`config.mk`:
```
export PLATFORM = sky130hd
export DESIGN_NAME = pwm_pin_to_audio_dc_block
export DESIGN_NICKNAME = d
export VERILOG_FILES = /design/src/rtl/pdcb_pkg.sv /design/src/rtl/pwm_pin_to_audio_dc_block.sv /design/src/rtl/pdcb_front.sv /design/src/rtl/pdcb_queue.sv /design/src/rtl/pdcb_back.sv
export SDC_FILE = /design/constraint.sdc
export NUM_CORES = 2
export LEC_CHECK = 0
export BUFFER_PORTS_ARGS = -buffer_cell sky130_fd_sc_hd__buf_2
export CORE_AREA = 2 2 254 256
export DETAILED_ROUTE_END_ITERATION = 7
export DIE_AREA = 0 0 256 258
export GPL_ROUTABILITY_DRIVEN = 0
export GPL_TIMING_DRIVEN = 0
export PLACE_DENSITY_LB_ADDON = 0.1
export RECOVER_POWER = 50
export SYNTH_ARGS = -nofsm -noshare
export SYNTH_HDL_FRONTEND = slang
export SYNTH_HIERARCHICAL = 1
export SYNTH_SLANG_ARGS = --single-unit
```
`constraint.sdc`:
```
create_clock -name clk -period 9.2 [get_ports clk]
set_input_delay 0.92 -clock clk [delete_from_list [all_inputs] [get_ports clk]]
set_output_delay 0.92 -clock clk [all_outputs]
set_load 0.02 [all_outputs]
```
`src/rtl/pdcb_pkg.sv`:
```
// ----------------------------------------------------------------------------
// pdcb_pkg
// Shared widths, payload types, queue job type and register codes for the
// speaker pin to audio sample block.
// ----------------------------------------------------------------------------
`default_nettype none

package pdcb_pkg;

	localparam int FRAC_BITS   = 16;
	localparam int CNT_W       = 26;
	localparam int ACC_W       = CNT_W + 1;
	localparam int RATE_W      = 18;
	localparam int COEF_W      = 16;
	localparam int AUDIO_W     = FRAC_BITS + 2;
	localparam int DUTY_W      = FRAC_BITS + 1;
	localparam int MAG_W       = FRAC_BITS + 1;
	localparam int PROD_W      = MAG_W + COEF_W;
	localparam int SUM_W       = FRAC_BITS + 4;
	localparam int DIV_CNT_W   = $clog2(DUTY_W);
	localparam int QUEUE_DEPTH = 4;
	localparam int QPTR_W      = $clog2(QUEUE_DEPTH);

	localparam int ADDR_W      = 4;
	localparam int DATA_W      = 32;

	localparam logic [1:0] REG_CORE_FREQUENCY   = 2'd0;
	localparam logic [1:0] REG_OUT_RATE         = 2'd1;
	localparam logic [1:0] REG_POLE_COEFFICIENT = 2'd2;
	localparam logic [1:0] REG_ENABLE           = 2'd3;

	localparam logic [CNT_W-1:0]  RST_CORE_FREQUENCY   = CNT_W'(16000000);
	localparam logic [RATE_W-1:0] RST_OUT_RATE         = RATE_W'(44100);
	localparam logic [COEF_W-1:0] RST_POLE_COEFFICIENT = COEF_W'(65470);

	typedef struct packed {
		logic speaker_level;
		logic halt;
	} tick_t;

	typedef struct packed {
		logic signed [AUDIO_W-1:0] audio_sample;
		logic [DUTY_W-1:0]         duty;
	} sample_t;

	typedef struct packed {
		logic [CNT_W-1:0]  core_frequency;
		logic [RATE_W-1:0] out_rate;
		logic              enable;
	} front_cfg_t;

	typedef struct packed {
		logic             zero;
		logic             clear;
		logic [CNT_W-1:0] high;
		logic [CNT_W-1:0] span;
	} job_t;

	typedef enum logic [1:0] {
		B_IDLE,
		B_DIV,
		B_WRITE
	} back_state_t;

endpackage

`default_nettype wire

```
`src/rtl/pwm_pin_to_audio_dc_block.sv`:
```
// ----------------------------------------------------------------------------
// pwm_pin_to_audio_dc_block
// Speaker pin level to PCM: per-slice duty in Q1.16 followed by a one-pole
// DC-blocking high pass, saturated to plus or minus one.
//
//   channel  direction  handshake                     payload
//   tick     in         tick_valid / tick_stall       tick_t   (level, halt)
//   sample   out        sample_valid / sample_stall   sample_t (audio, duty)
//   config   in         APB psel/penable/pwrite       32-bit registers
//
// One tick item is accepted per cycle while the job queue has room.
// In the back end the duty divider resolves one quotient bit per cycle;
// zero samples skip the divider and go straight to the write state.
// The four-entry job queue absorbs bursts of slice ends; tick_stall rises
// only when it is full, and sample_stall holds the output register.
// Reset brings all counters, filter state and the halt flag to zero.
// ----------------------------------------------------------------------------
`default_nettype none

module pwm_pin_to_audio_dc_block (
	input  wire                          clk,
	input  wire                          arst_n,
	input  wire                          psel,
	input  wire                          penable,
	input  wire                          pwrite,
	input  wire [pdcb_pkg::ADDR_W-1:0]   paddr,
	input  wire [pdcb_pkg::DATA_W-1:0]   pwdata,
	output logic [pdcb_pkg::DATA_W-1:0]  prdata,
	output logic                         pready,
	input  wire                          tick_valid,
	output logic                         tick_stall,
	input  pdcb_pkg::tick_t              tick,
	output logic                         sample_valid,
	input  wire                          sample_stall,
	output pdcb_pkg::sample_t            sample
);
	import pdcb_pkg::*;

	logic [CNT_W-1:0]  core_frequency_q;
	logic [RATE_W-1:0] out_rate_q;
	logic [COEF_W-1:0] pole_coefficient_q;
	logic              enable_q;

	logic       cfg_write;
	logic [1:0] reg_index;
	front_cfg_t front_cfg;
	logic       q_push;
	logic       q_pop;
	logic       q_full;
	logic       q_empty;
	job_t       push_job;
	job_t       pop_job;

	assign pready    = 1'b1;
	assign reg_index = paddr[3:2];
	assign cfg_write = psel && penable && pwrite && pready;

	always_ff @(posedge clk or negedge arst_n) begin
		if (!arst_n) begin
			core_frequency_q   <= RST_CORE_FREQUENCY;
			out_rate_q         <= RST_OUT_RATE;
			pole_coefficient_q <= RST_POLE_COEFFICIENT;
			enable_q           <= 1'b1;
		end else if (cfg_write) begin
			case (reg_index)
				REG_CORE_FREQUENCY:   core_frequency_q   <= pwdata[CNT_W-1:0];
				REG_OUT_RATE:         out_rate_q         <= pwdata[RATE_W-1:0];
				REG_POLE_COEFFICIENT: pole_coefficient_q <= pwdata[COEF_W-1:0];
				REG_ENABLE:           enable_q           <= pwdata[0];
				default:              enable_q           <= enable_q;
			endcase
		end
	end

	always_comb begin
		case (reg_index)
			REG_CORE_FREQUENCY:   prdata = DATA_W'(core_frequency_q);
			REG_OUT_RATE:         prdata = DATA_W'(out_rate_q);
			REG_POLE_COEFFICIENT: prdata = DATA_W'(pole_coefficient_q);
			REG_ENABLE:           prdata = DATA_W'(enable_q);
			default:              prdata = '0;
		endcase
	end

	assign front_cfg.core_frequency = core_frequency_q;
	assign front_cfg.out_rate       = out_rate_q;
	assign front_cfg.enable         = enable_q;

	pdcb_front u_front (
		.clk        (clk),
		.arst_n     (arst_n),
		.cfg        (front_cfg),
		.tick_valid (tick_valid),
		.tick_stall (tick_stall),
		.tick       (tick),
		.push       (q_push),
		.push_job   (push_job),
		.full       (q_full)
	);

	pdcb_queue u_queue (
		.clk      (clk),
		.arst_n   (arst_n),
		.push     (q_push),
		.push_job (push_job),
		.full     (q_full),
		.pop      (q_pop),
		.pop_job  (pop_job),
		.empty    (q_empty)
	);

	pdcb_back u_back (
		.clk              (clk),
		.arst_n           (arst_n),
		.pole_coefficient (pole_coefficient_q),
		.empty            (q_empty),
		.pop_job          (pop_job),
		.pop              (q_pop),
		.sample_valid     (sample_valid),
		.sample_stall     (sample_stall),
		.sample           (sample)
	);

	a_no_push_full: assert property (@(posedge clk) disable iff (!arst_n)
		q_push |-> !q_full)
		else $error("job pushed into full queue");

	a_no_pop_empty: assert property (@(posedge clk) disable iff (!arst_n)
		q_pop |-> !q_empty)
		else $error("job popped from empty queue");

	a_audio_range: assert property (@(posedge clk) disable iff (!arst_n)
		sample_valid |-> (sample.audio_sample <= AUDIO_W'(1 << FRAC_BITS))
			&& (sample.audio_sample >= -AUDIO_W'(1 << FRAC_BITS)))
		else $error("audio sample outside saturation range");

	a_duty_range: assert property (@(posedge clk) disable iff (!arst_n)
		sample_valid |-> sample.duty <= DUTY_W'(1 << FRAC_BITS))
		else $error("duty above one");

endmodule

`default_nettype wire

```
`src/rtl/pdcb_front.sv`:
```
// ----------------------------------------------------------------------------
// pdcb_front
// Tick front end: phase accumulator, slice counters and halt tracking.
// Emits one job to the queue at every slice end and at a halt tick while running.
// ----------------------------------------------------------------------------
`default_nettype none

module pdcb_front (
	input  wire                 clk,
	input  wire                 arst_n,
	input  pdcb_pkg::front_cfg_t cfg,
	input  wire                 tick_valid,
	output logic                tick_stall,
	input  pdcb_pkg::tick_t     tick,
	output logic                push,
	output pdcb_pkg::job_t      push_job,
	input  wire                 full
);
	import pdcb_pkg::*;

	logic [CNT_W-1:0] acc_q;
	logic [CNT_W-1:0] high_q;
	logic [CNT_W-1:0] slice_q;
	logic             halted_q;
	logic             clr_pend_q;

	logic             accept;
	logic [ACC_W-1:0] acc_sum;
	logic [ACC_W-1:0] acc_diff;
	logic             boundary;
	logic             wrap_clear;
	logic [CNT_W-1:0] acc_next;
	logic [CNT_W-1:0] high_inc;
	logic [CNT_W-1:0] slice_inc;

	assign tick_stall = full;
	assign accept     = tick_valid && !full;

	assign acc_sum    = {1'b0, acc_q} + {{(ACC_W-RATE_W){1'b0}}, cfg.out_rate};
	assign boundary   = acc_sum >= {1'b0, cfg.core_frequency};
	assign acc_diff   = acc_sum - {1'b0, cfg.core_frequency};
	assign wrap_clear = acc_diff >= {1'b0, cfg.core_frequency};

	always_comb begin
		if (!boundary) begin
			acc_next = acc_sum[CNT_W-1:0];
		end else if (wrap_clear) begin
			acc_next = '0;
		end else begin
			acc_next = acc_diff[CNT_W-1:0];
		end
	end

	assign slice_inc = (&slice_q) ? slice_q : slice_q + CNT_W'(1);
	assign high_inc  = (tick.speaker_level && !(&high_q)) ? high_q + CNT_W'(1) : high_q;

	always_comb begin
		push           = 1'b0;
		push_job.zero  = 1'b1;
		push_job.clear = clr_pend_q;
		push_job.high  = high_inc;
		push_job.span  = slice_inc;
		if (accept) begin
			if (!cfg.enable) begin
				push           = boundary;
				push_job.clear = 1'b1;
			end else if (halted_q) begin
				push = boundary;
			end else begin
				push          = boundary || tick.halt;
				push_job.zero = 1'b0;
			end
		end
	end

	always_ff @(posedge clk or negedge arst_n) begin
		if (!arst_n) begin
			acc_q      <= '0;
			high_q     <= '0;
			slice_q    <= '0;
			halted_q   <= 1'b0;
			clr_pend_q <= 1'b0;
		end else if (accept) begin
			acc_q <= acc_next;
			if (!cfg.enable) begin
				high_q     <= '0;
				slice_q    <= '0;
				clr_pend_q <= !boundary;
			end else if (halted_q) begin
				if (boundary) begin
					clr_pend_q <= 1'b0;
				end
			end else if (boundary || tick.halt) begin
				high_q     <= '0;
				slice_q    <= '0;
				clr_pend_q <= 1'b0;
				halted_q   <= tick.halt;
			end else begin
				high_q  <= high_inc;
				slice_q <= slice_inc;
			end
		end
	end

endmodule

`default_nettype wire

```
`src/rtl/pdcb_queue.sv`:
```
// ----------------------------------------------------------------------------
// pdcb_queue
// Short job queue between the tick front end and the sample back end.
// ----------------------------------------------------------------------------
`default_nettype none

module pdcb_queue (
	input  wire            clk,
	input  wire            arst_n,
	input  wire            push,
	input  pdcb_pkg::job_t push_job,
	output logic           full,
	input  wire            pop,
	output pdcb_pkg::job_t pop_job,
	output logic           empty
);
	import pdcb_pkg::*;

	job_t              mem_q [QUEUE_DEPTH];
	logic [QPTR_W-1:0] wr_ptr_q;
	logic [QPTR_W-1:0] rd_ptr_q;
	logic [QPTR_W:0]   count_q;

	assign full    = count_q == (QPTR_W+1)'(QUEUE_DEPTH);
	assign empty   = count_q == '0;
	assign pop_job = mem_q[rd_ptr_q];

	always_ff @(posedge clk) begin
		if (push) begin
			mem_q[wr_ptr_q] <= push_job;
		end
	end

	always_ff @(posedge clk or negedge arst_n) begin
		if (!arst_n) begin
			wr_ptr_q <= '0;
			rd_ptr_q <= '0;
			count_q  <= '0;
		end else begin
			if (push) begin
				wr_ptr_q <= wr_ptr_q + QPTR_W'(1);
			end
			if (pop) begin
				rd_ptr_q <= rd_ptr_q + QPTR_W'(1);
			end
			case ({push, pop})
				2'b10:   count_q <= count_q + (QPTR_W+1)'(1);
				2'b01:   count_q <= count_q - (QPTR_W+1)'(1);
				default: count_q <= count_q;
			endcase
		end
	end

endmodule

`default_nettype wire

```
`src/rtl/pdcb_back.sv`:
```
// ----------------------------------------------------------------------------
// pdcb_back
// Sample back end: bit-serial duty divider, DC-blocking high pass filter
// with saturation, and the output register.
// ----------------------------------------------------------------------------
`default_nettype none

module pdcb_back (
	input  wire                      clk,
	input  wire                      arst_n,
	input  wire [pdcb_pkg::COEF_W-1:0] pole_coefficient,
	input  wire                      empty,
	input  pdcb_pkg::job_t           pop_job,
	output logic                     pop,
	output logic                     sample_valid,
	input  wire                      sample_stall,
	output pdcb_pkg::sample_t        sample
);
	import pdcb_pkg::*;

	localparam logic signed [SUM_W-1:0] SUM_ONE    = SUM_W'(1 << FRAC_BITS);
	localparam logic [PROD_W:0]         ROUND_HALF = (PROD_W+1)'(1 << (COEF_W-1));

	back_state_t state_q;
	back_state_t state_d;

	logic [DIV_CNT_W-1:0]      cnt_q;
	logic [ACC_W-1:0]          rem_q;
	logic [CNT_W-1:0]          span_q;
	logic [DUTY_W-1:0]         quo_q;
	logic [PROD_W-1:0]         prod_q;
	logic                      zero_q;
	logic [DUTY_W-1:0]         prev_duty_q;
	logic signed [AUDIO_W-1:0] prev_out_q;
	logic                      sample_valid_q;
	sample_t                   sample_q;

	logic                      out_free;
	logic                      load;
	logic                      step;
	logic                      write;
	logic                      div_bit;
	logic [ACC_W-1:0]          rem_sub;
	logic                      neg;
	logic [AUDIO_W-1:0]        mag_full;
	logic [MAG_W-1:0]          mag;
	logic [PROD_W-1:0]         prod_next;
	logic [PROD_W:0]           prod_rnd;
	logic [MAG_W-1:0]          fb_mag;
	logic signed [SUM_W-1:0]   fb_ext;
	logic signed [SUM_W-1:0]   fb_s;
	logic signed [SUM_W-1:0]   hp;
	logic signed [SUM_W-1:0]   hp_sat;

	assign sample_valid = sample_valid_q;
	assign sample       = sample_q;
	assign out_free     = !sample_valid_q || !sample_stall;

	assign div_bit = rem_q >= {1'b0, span_q};
	assign rem_sub = div_bit ? rem_q - {1'b0, span_q} : rem_q;

	assign neg       = prev_out_q[AUDIO_W-1];
	assign mag_full  = neg ? AUDIO_W'(0) - prev_out_q : prev_out_q;
	assign mag       = mag_full[MAG_W-1:0];
	assign prod_next = PROD_W'(mag) * PROD_W'(pole_coefficient);

	assign prod_rnd = {1'b0, prod_q} + ROUND_HALF;
	assign fb_mag   = prod_rnd[COEF_W +: MAG_W];
	assign fb_ext   = {{(SUM_W-MAG_W){1'b0}}, fb_mag};
	assign fb_s     = neg ? SUM_W'(0) - fb_ext : fb_ext;
	assign hp       = {{(SUM_W-DUTY_W){1'b0}}, quo_q}
	                - {{(SUM_W-DUTY_W){1'b0}}, prev_duty_q} + fb_s;

	always_comb begin
		if (hp > SUM_ONE) begin
			hp_sat = SUM_ONE;
		end else if (hp < -SUM_ONE) begin
			hp_sat = -SUM_ONE;
		end else begin
			hp_sat = hp;
		end
	end

	always_comb begin
		state_d = state_q;
		pop     = 1'b0;
		load    = 1'b0;
		step    = 1'b0;
		write   = 1'b0;
		case (state_q)
			B_IDLE: begin
				if (!empty) begin
					pop     = 1'b1;
					load    = 1'b1;
					state_d = pop_job.zero ? B_WRITE : B_DIV;
				end
			end
			B_DIV: begin
				step = 1'b1;
				if (cnt_q == DIV_CNT_W'(DUTY_W-1)) begin
					state_d = B_WRITE;
				end
			end
			B_WRITE: begin
				if (out_free) begin
					write   = 1'b1;
					state_d = B_IDLE;
				end
			end
			default: state_d = B_IDLE;
		endcase
	end

	always_ff @(posedge clk or negedge arst_n) begin
		if (!arst_n) begin
			state_q        <= B_IDLE;
			cnt_q          <= '0;
			prev_duty_q    <= '0;
			prev_out_q     <= '0;
			sample_valid_q <= 1'b0;
		end else begin
			state_q <= state_d;
			if (load) begin
				cnt_q <= '0;
				if (pop_job.clear) begin
					prev_duty_q <= '0;
					prev_out_q  <= '0;
				end
			end else if (step) begin
				cnt_q <= cnt_q + DIV_CNT_W'(1);
			end
			if (write) begin
				sample_valid_q <= 1'b1;
				if (!zero_q) begin
					prev_duty_q <= quo_q;
					prev_out_q  <= hp_sat[AUDIO_W-1:0];
				end
			end else if (!sample_stall) begin
				sample_valid_q <= 1'b0;
			end
		end
	end

	always_ff @(posedge clk) begin
		if (load) begin
			zero_q <= pop_job.zero;
			rem_q  <= {1'b0, pop_job.high};
			span_q <= pop_job.span;
		end else if (step) begin
			rem_q  <= {rem_sub[CNT_W-1:0], 1'b0};
			quo_q  <= {quo_q[DUTY_W-2:0], div_bit};
			prod_q <= prod_next;
		end
		if (write) begin
			if (zero_q) begin
				sample_q.audio_sample <= '0;
				sample_q.duty         <= '0;
			end else begin
				sample_q.audio_sample <= hp_sat[AUDIO_W-1:0];
				sample_q.duty         <= quo_q;
			end
		end
	end

endmodule

`default_nettype wire
```
Word-level counts from Yosys, hierarchy flattened
Memories as Yosys holds them, arrays and structs flattened.
Index checks and enable logic that the tools add are counted.
{ "op_classes": {"addsub": 15, "mul": 1, "order_cmp": 5, "n_eq_ne": 16, "n_mux": 56, "bitwise_logic": 1, "n_reduce_logical": 27} }
{ "op_table": {"columns": ["operator", "count"], "rows": [
  ["2-to-1 mux 26 bit", 13],
  ["one-hot mux 32 bit (4 select lines)", 1],
  ["2-to-1 mux 18 bit", 6],
  ["2-to-1 mux 17 bit", 5],
  [">= comparator 27 x 26 -> 1 bit", 3],
  ["adder 26 x 1 -> 26 bit, second input constant", 2],
  ["AND reduction 26 bit", 2],
  ["adder 33 x 16 -> 33 bit, second input constant", 1],
  ["multiplier 17 x 16 -> 33 bit", 1],
  ["adder 26 x 18 -> 27 bit", 1],
  ["subtractor 27 x 26 -> 27 bit", 1],
  ["subtractor 26 bit", 1],
  ["2-to-1 mux 1 bit", 21],
  ["adder 20 bit", 1],
  ["> comparator 20 x 18 -> 1 bit, second input constant", 1],
  ["< comparator 20 x 17 -> 1 bit, second input constant", 1],
  ["2-to-1 mux 20 bit", 1],
  ["subtractor 1 x 17 -> 18 bit, first input constant", 1],
  ["subtractor 17 x 17 -> 18 bit", 1],
  ["subtractor 1 x 17 -> 17 bit, first input constant", 1],
  ["AND reduction 2 bit", 7],
  ["2-to-1 mux 2 bit", 5],
  ["2-to-1 mux 5 bit", 2],
  ["equality test 2 bit, second input constant", 4],
  ["21 further kinds", 38]
]} }
{ "totals": {"ff_bits": 330, "ram_bits": 216, "inputBits": 45, "output_inout_bits": 70, "wordCells": 147, "mem_count": 1} }
{ "memory_table": {"columns": ["memory", "depth", "word_bits", "rd", "rd_clocked_by_memory_dff", "wr", "line", "source"], "rows": [
  ["u_queue.mem_q", 4, 54, 1, 0, 1, "pdcb_queue.sv:19", "job_t mem_q [QUEUE_DEPTH];"]
]} }

Depth between registers and ports, before layout
{ "logic_depth": {"ltp_word": 9, "ltp_mapped": 31, "ltp_nobuf": 30} }

By module
The synthesis kept the hierarchy.
{ "modules_own_cells": {"columns": ["module", "instances", "cells_each", "area_each_um2", "seq_area_each_um2"], "rows": [
  ["pdcb_back", 1, 2022, 18999.5, 4789.6],
  ["pdcb_queue", 1, 319, 8190.4, 6661.4],
  ["pdcb_front", 1, 924, 7736.2, 2001.9],
  ["pwm_pin_to_audio_dc_block", 1, 208, 2830.2, 1561.5]
]} }

Worst setup path before layout
Ideal clock, no wire load.
{ "synth_timing": {"path_type": "reg2reg", "from": "register u_back.prev_out_q[2]", "to": "register u_back.prod_q[31], data pin", "setup_ns": 0.258, "arrival_ns": 7.113, "t_required_ns": 8.942, "path_slack_ns": 1.829, "stages_incl_launch_ff": 29, "n_path_buf": 1, "synth_period_minus_slack_ns": 7.371, "path_cell_list": "dfrtp_1 nor4_1 nand2b_1 nor2_1 nand3_1 o41ai_1 a21oi_1 xor2_1 clkbuf_1 nand2_1 fa_1 fa_1 inv_1 fa_1 fa_1 fa_1 inv_1 fa_1 inv_1 ha_1 o21ai_0 o21ai_0 nor3_1 a21oi_1 a41oi_1 o21ai_1 or2_1 a21oi_1 xnor2_1"} }
{ "synth_via": {"elab_chain_len": 3} }
{ "synth_lines": {"columns": ["element", "line", "source"], "rows": [
  ["start, declared", "pdcb_back.sv:34", "logic signed [AUDIO_W-1:0] prev_out_q;"],
  ["start signal, assigned", "pdcb_back.sv:136", "prev_out_q <= hp_sat[AUDIO_W-1:0];"],
  ["subtractor 1 x 17 -> 17 bit", "pdcb_back.sv:63", "assign mag_full = neg ? AUDIO_W'(0) - prev_out_q : prev_out_q;"],
  ["2-to-1 mux 17 bit *", "pdcb_back.sv:63", null],
  ["multiplier 17 x 16 -> 33 bit *", "pdcb_back.sv:65", "assign prod_next = PROD_W'(mag) * PROD_W'(pole_coefficient);"],
  ["net u_back.prod_next[31]", "pdcb_back.sv:47", "logic [PROD_W-1:0] prod_next;"],
  ["end signal, assigned", "pdcb_back.sv:152", "prod_q <= prod_next;"],
  ["end, declared", "pdcb_back.sv:31", "logic [PROD_W-1:0] prod_q;"]
]} }
The timed path passes the listed nets; every way through them passes the cells marked *.
A chain may end at the register's enable or synchronous reset.

Final worst setup path
{ "layout_timing": {"from": "register u_back.prev_out_q[0]", "to": "register u_back.prod_q[31], data pin"} }
The elaborated chain is that of the path after synthesis.

==> impl_metrics.json <==
{
  "cts_made_buffers": 57,
  "cp_common_cell": "fa_1",
  "critPathSlowestCell": "xnor2_1",
  "placed_cells": 4434,
  "worst-endpoint-arrival_ps": 9150,
  "multi_input_area_um2": 20530,
  "setup_violations": 0,
  "critPathRequiredTime_ps": 9580,
  "grt.overflow.total": 0,
  "via_per_inst": 6.025,
  "cts_buffer_depth": 3,
  "cap_violations": 6,
  "area_growth_pct": 9.050,
  "cts-resized-gates": 0,
  "post-route-min-period_ps": 8776,
  "grt-busiest-layer": "met2",
  "grt_max_degree": 102,
  "grt_util_met3_pct": 4.280,
  "drive_above_1_share_pct": 11.42,
  "dieArea_um2": 66050,
  "io_pins": 115,
  "wl_per_cell_um": 20.78,
  "start_util_pct": 59.32,
  "maxSlewHeadroom_pct": -247.8,
  "fmax_mhz": 113.9,
  "synth_seq_cells": 531,
  "synth_enable_flop_cells": 339,
  "clock_sinks": 531,
  "yosysWarnings": 6,
  "grt_usage_pct": 29.07,
  "crit_fanout": 10,
  "violations": "max-capacitance violations, max-slew violations",
  "drc": 0,
  "die_y_um": 258,
  "status": "finished with violations",
  "synth_top_cells_by_area": "edfxtp_1, fa_1, dfrtp_1",
  "core_um2": 63650,
  "yosysTopAreaCellShare_pct": 26.96,
  "async_flop_share_pct": 35.97,
  "skew_ps": 73.81,
  "drt_first_iter_violations": 2354,
  "cpPeakStageDelay_ps": 760,
  "grt_pass1_wl_um": 151700,
  "vias": 27370,
  "rsz0062_at_grt": "no",
  "cts_tree": "yes",
  "worstMarginPinSlew_ps": 5217,
  "dp_hpwl_um": 71540,
  "timing_hold_violations_final": 0,
  "clk_pin_slew_ps": 60,
  "firstDrtPassIters": 5,
  "grt_use_met2_pct": 49.06,
  "synth_cells": 3473,
  "worstSetupStartpointType": "flop",
  "synth_top_flop_cell": "edfxtp_1",
  "regArea_um2": 15010,
  "antenna_found_initial": 1,
  "avgSynthCellArea_um2": 10.87,
  "finalCritPeriodShare_pct": 95.39,
  "synth_cell_types": 106,
  "hold_buffers": 0,
  "wl_um": 94410,
  "postRouteAntennaNets": 0,
  "fillers": 5040,
  "finalNetCount": 4141,
  "maxSlewViolCount": 326,
  "diodes": 0,
  "post_cts_buffers": 0,
  "crit_type": "flop to flop",
  "grt_pass1_vias": 28250,
  "yosys.area.top_type": "edfxtp_1",
  "finalNonFillerCells": 4542,
  "htreeDepth": 2,
  "worst_setup_path_end_kind": "flop",
  "clk_latency_ps": 650,
  "rows": 93,
  "yosysSeqAreaShare_pct": 39.77,
  "holdWs_ps": 458.8,
  "grt_use_met1_pct": 37.93,
  "syn_area_um2": 37760,
  "fin_setup_tns_ps": 0,
  "die_w_um": 256,
  "root_buffer": "clkbuf_16",
  "worst_hold_path_type": "flop to flop",
  "port_buffers": 98
}
sequential cells by signal (all words and copies together), names as in the netlist, 26 cells and up:
register	count
u_queue/mem_q	216
u_back/rem_q	27
u_front/high_q	26
u_back/sample	35
u_front/slice_q	26
u_front/acc_q	26
core_frequency_q	26
u_back/span_q	26
per-layer routing:
metal,routed length [um],share of wire (%)
met1,38270,41
met2,45470,48
met3,6553,6.9
met4,4107,4.4
met5,0,0
cells by family (layout without fill, tap and decap cells):
family                     after synthesis  count (layout)  share of synthesized area [%]
adders and majority gates              458             458                          19.41
xor gates and xnor gates               205             205                          4.755
AOI/OAI and AO/OA                      629             629                          11.45
muxes                                  140             140                          5.740
buffers and inverters                  545             754                          5.975
DFF                                    531             531                          39.77
and+or+nand+nor                        963             963                          12.88
other                                    2               7                        0.01989
cell type report:
cell class                      count  area share (%)
Clock buffer                       75           3.701
Inverter                          405           3.695
Buffer                            140           1.653
Multi-Input combinational cell   2402           49.87
Tap cell                          855           2.598
Clock inverter                     33          0.9086
Sequential cell                   531           36.47
Timing Repair Buffer              101           1.103
cells in the final DEF, fill, tap and decap left out, drive strengths merged, types with 20 or more instances in the layout:
cell type,synthesis,final
inv,404,407
nand2,368,368
edfxtp,339,339
ha,245,245
fa,213,213
clkbuf,77,209
dfrtp,163,163
a21oi,154,154
nor2,130,130
and2,127,127
xnor2,127,127
o21ai,122,122
buf,63,107
xor2,78,78
nand3,76,76
a31oi,67,67
mux2,62,62
nor3,57,57
mux4,55,55
a21o,50,50
nor2b,41,41
a22o,41,41
and3,39,39
nand2b,31,31
o31ai,30,30
dfstp,28,28
nand4,27,27
mux2i,23,23
clkinv,1,22
o21a,20,20
a221o,20,20
synthesized netlist by cell type (11+ instances only):
cell type / count
a211oi_1: 16
a21o_1: 48
a21oi_1: 150
a221o_1: 20
a22o_1: 41
a31oi_1: 66
and2_1: 127
and3_1: 36
and4_1: 11
buf_2: 27
buf_4: 16
buf_6: 14
clkbuf_1: 75
dfrtp_1: 163
dfstp_2: 28
edfxtp_1: 339
fa_1: 213
ha_1: 245
inv_1: 403
mux2_2: 61
mux2i_1: 23
mux4_2: 55
nand2_1: 366
nand2b_1: 31
nand3_1: 72
nand4_1: 27
nor2_1: 128
nor2b_1: 41
nor3_1: 43
nor3_2: 12
o211ai_1: 11
o21a_1: 20
o21ai_0: 92
o21ai_1: 30
o21bai_1: 18
o31ai_1: 14
o31ai_2: 14
xnor2_1: 127
xor2_1: 78
through the flow:
step | area [um^2] | setup slack, ps | util (%)
3_5_place_dp | 39430 | 317.9 | 61.94
6_report | 41170 | 423.8 | 64.69
5_1_grt | 41170 | 12.59 | 64.69
4_1_cts | 41320 | 260.9 | 64.93
3_3_place_gp | 39340 | 427.7 | 61.80
2_1_floorplan | 37780 | 1829 | -
worst max-delay path: cells and delay by family (launching register included):
family,cells,cell delay [ps]
AOI/OAI and AO/OA,7,1570
and+or+nand+nor,4,960
adders and majority gates,8,3630
DFF,1,610
buffers and inverters,5,850
xor gates and xnor gates,2,870
path summary, 6_finish.rpt:
check,slack (ps),end,startpoint,depth (start not counted)
min reg2reg,460,u_back/quo_q[1],u_back/quo_q[0],0
min,460,u_back/quo_q[1],u_back/quo_q[0],0
min in group asynchronous,2180,core_frequency_q[15],arst_n,1
max in group asynchronous,2430,u_front/high_q[17],arst_n,2
max reg2reg,420,u_back/prod_q[31],u_back/prev_out_q[0],26
max,420,u_back/prod_q[31],u_back/prev_out_q[0],26
Power is not shown: default switching activity piles up to over one toggle a cycle in this logic, so the estimate is an artifact.
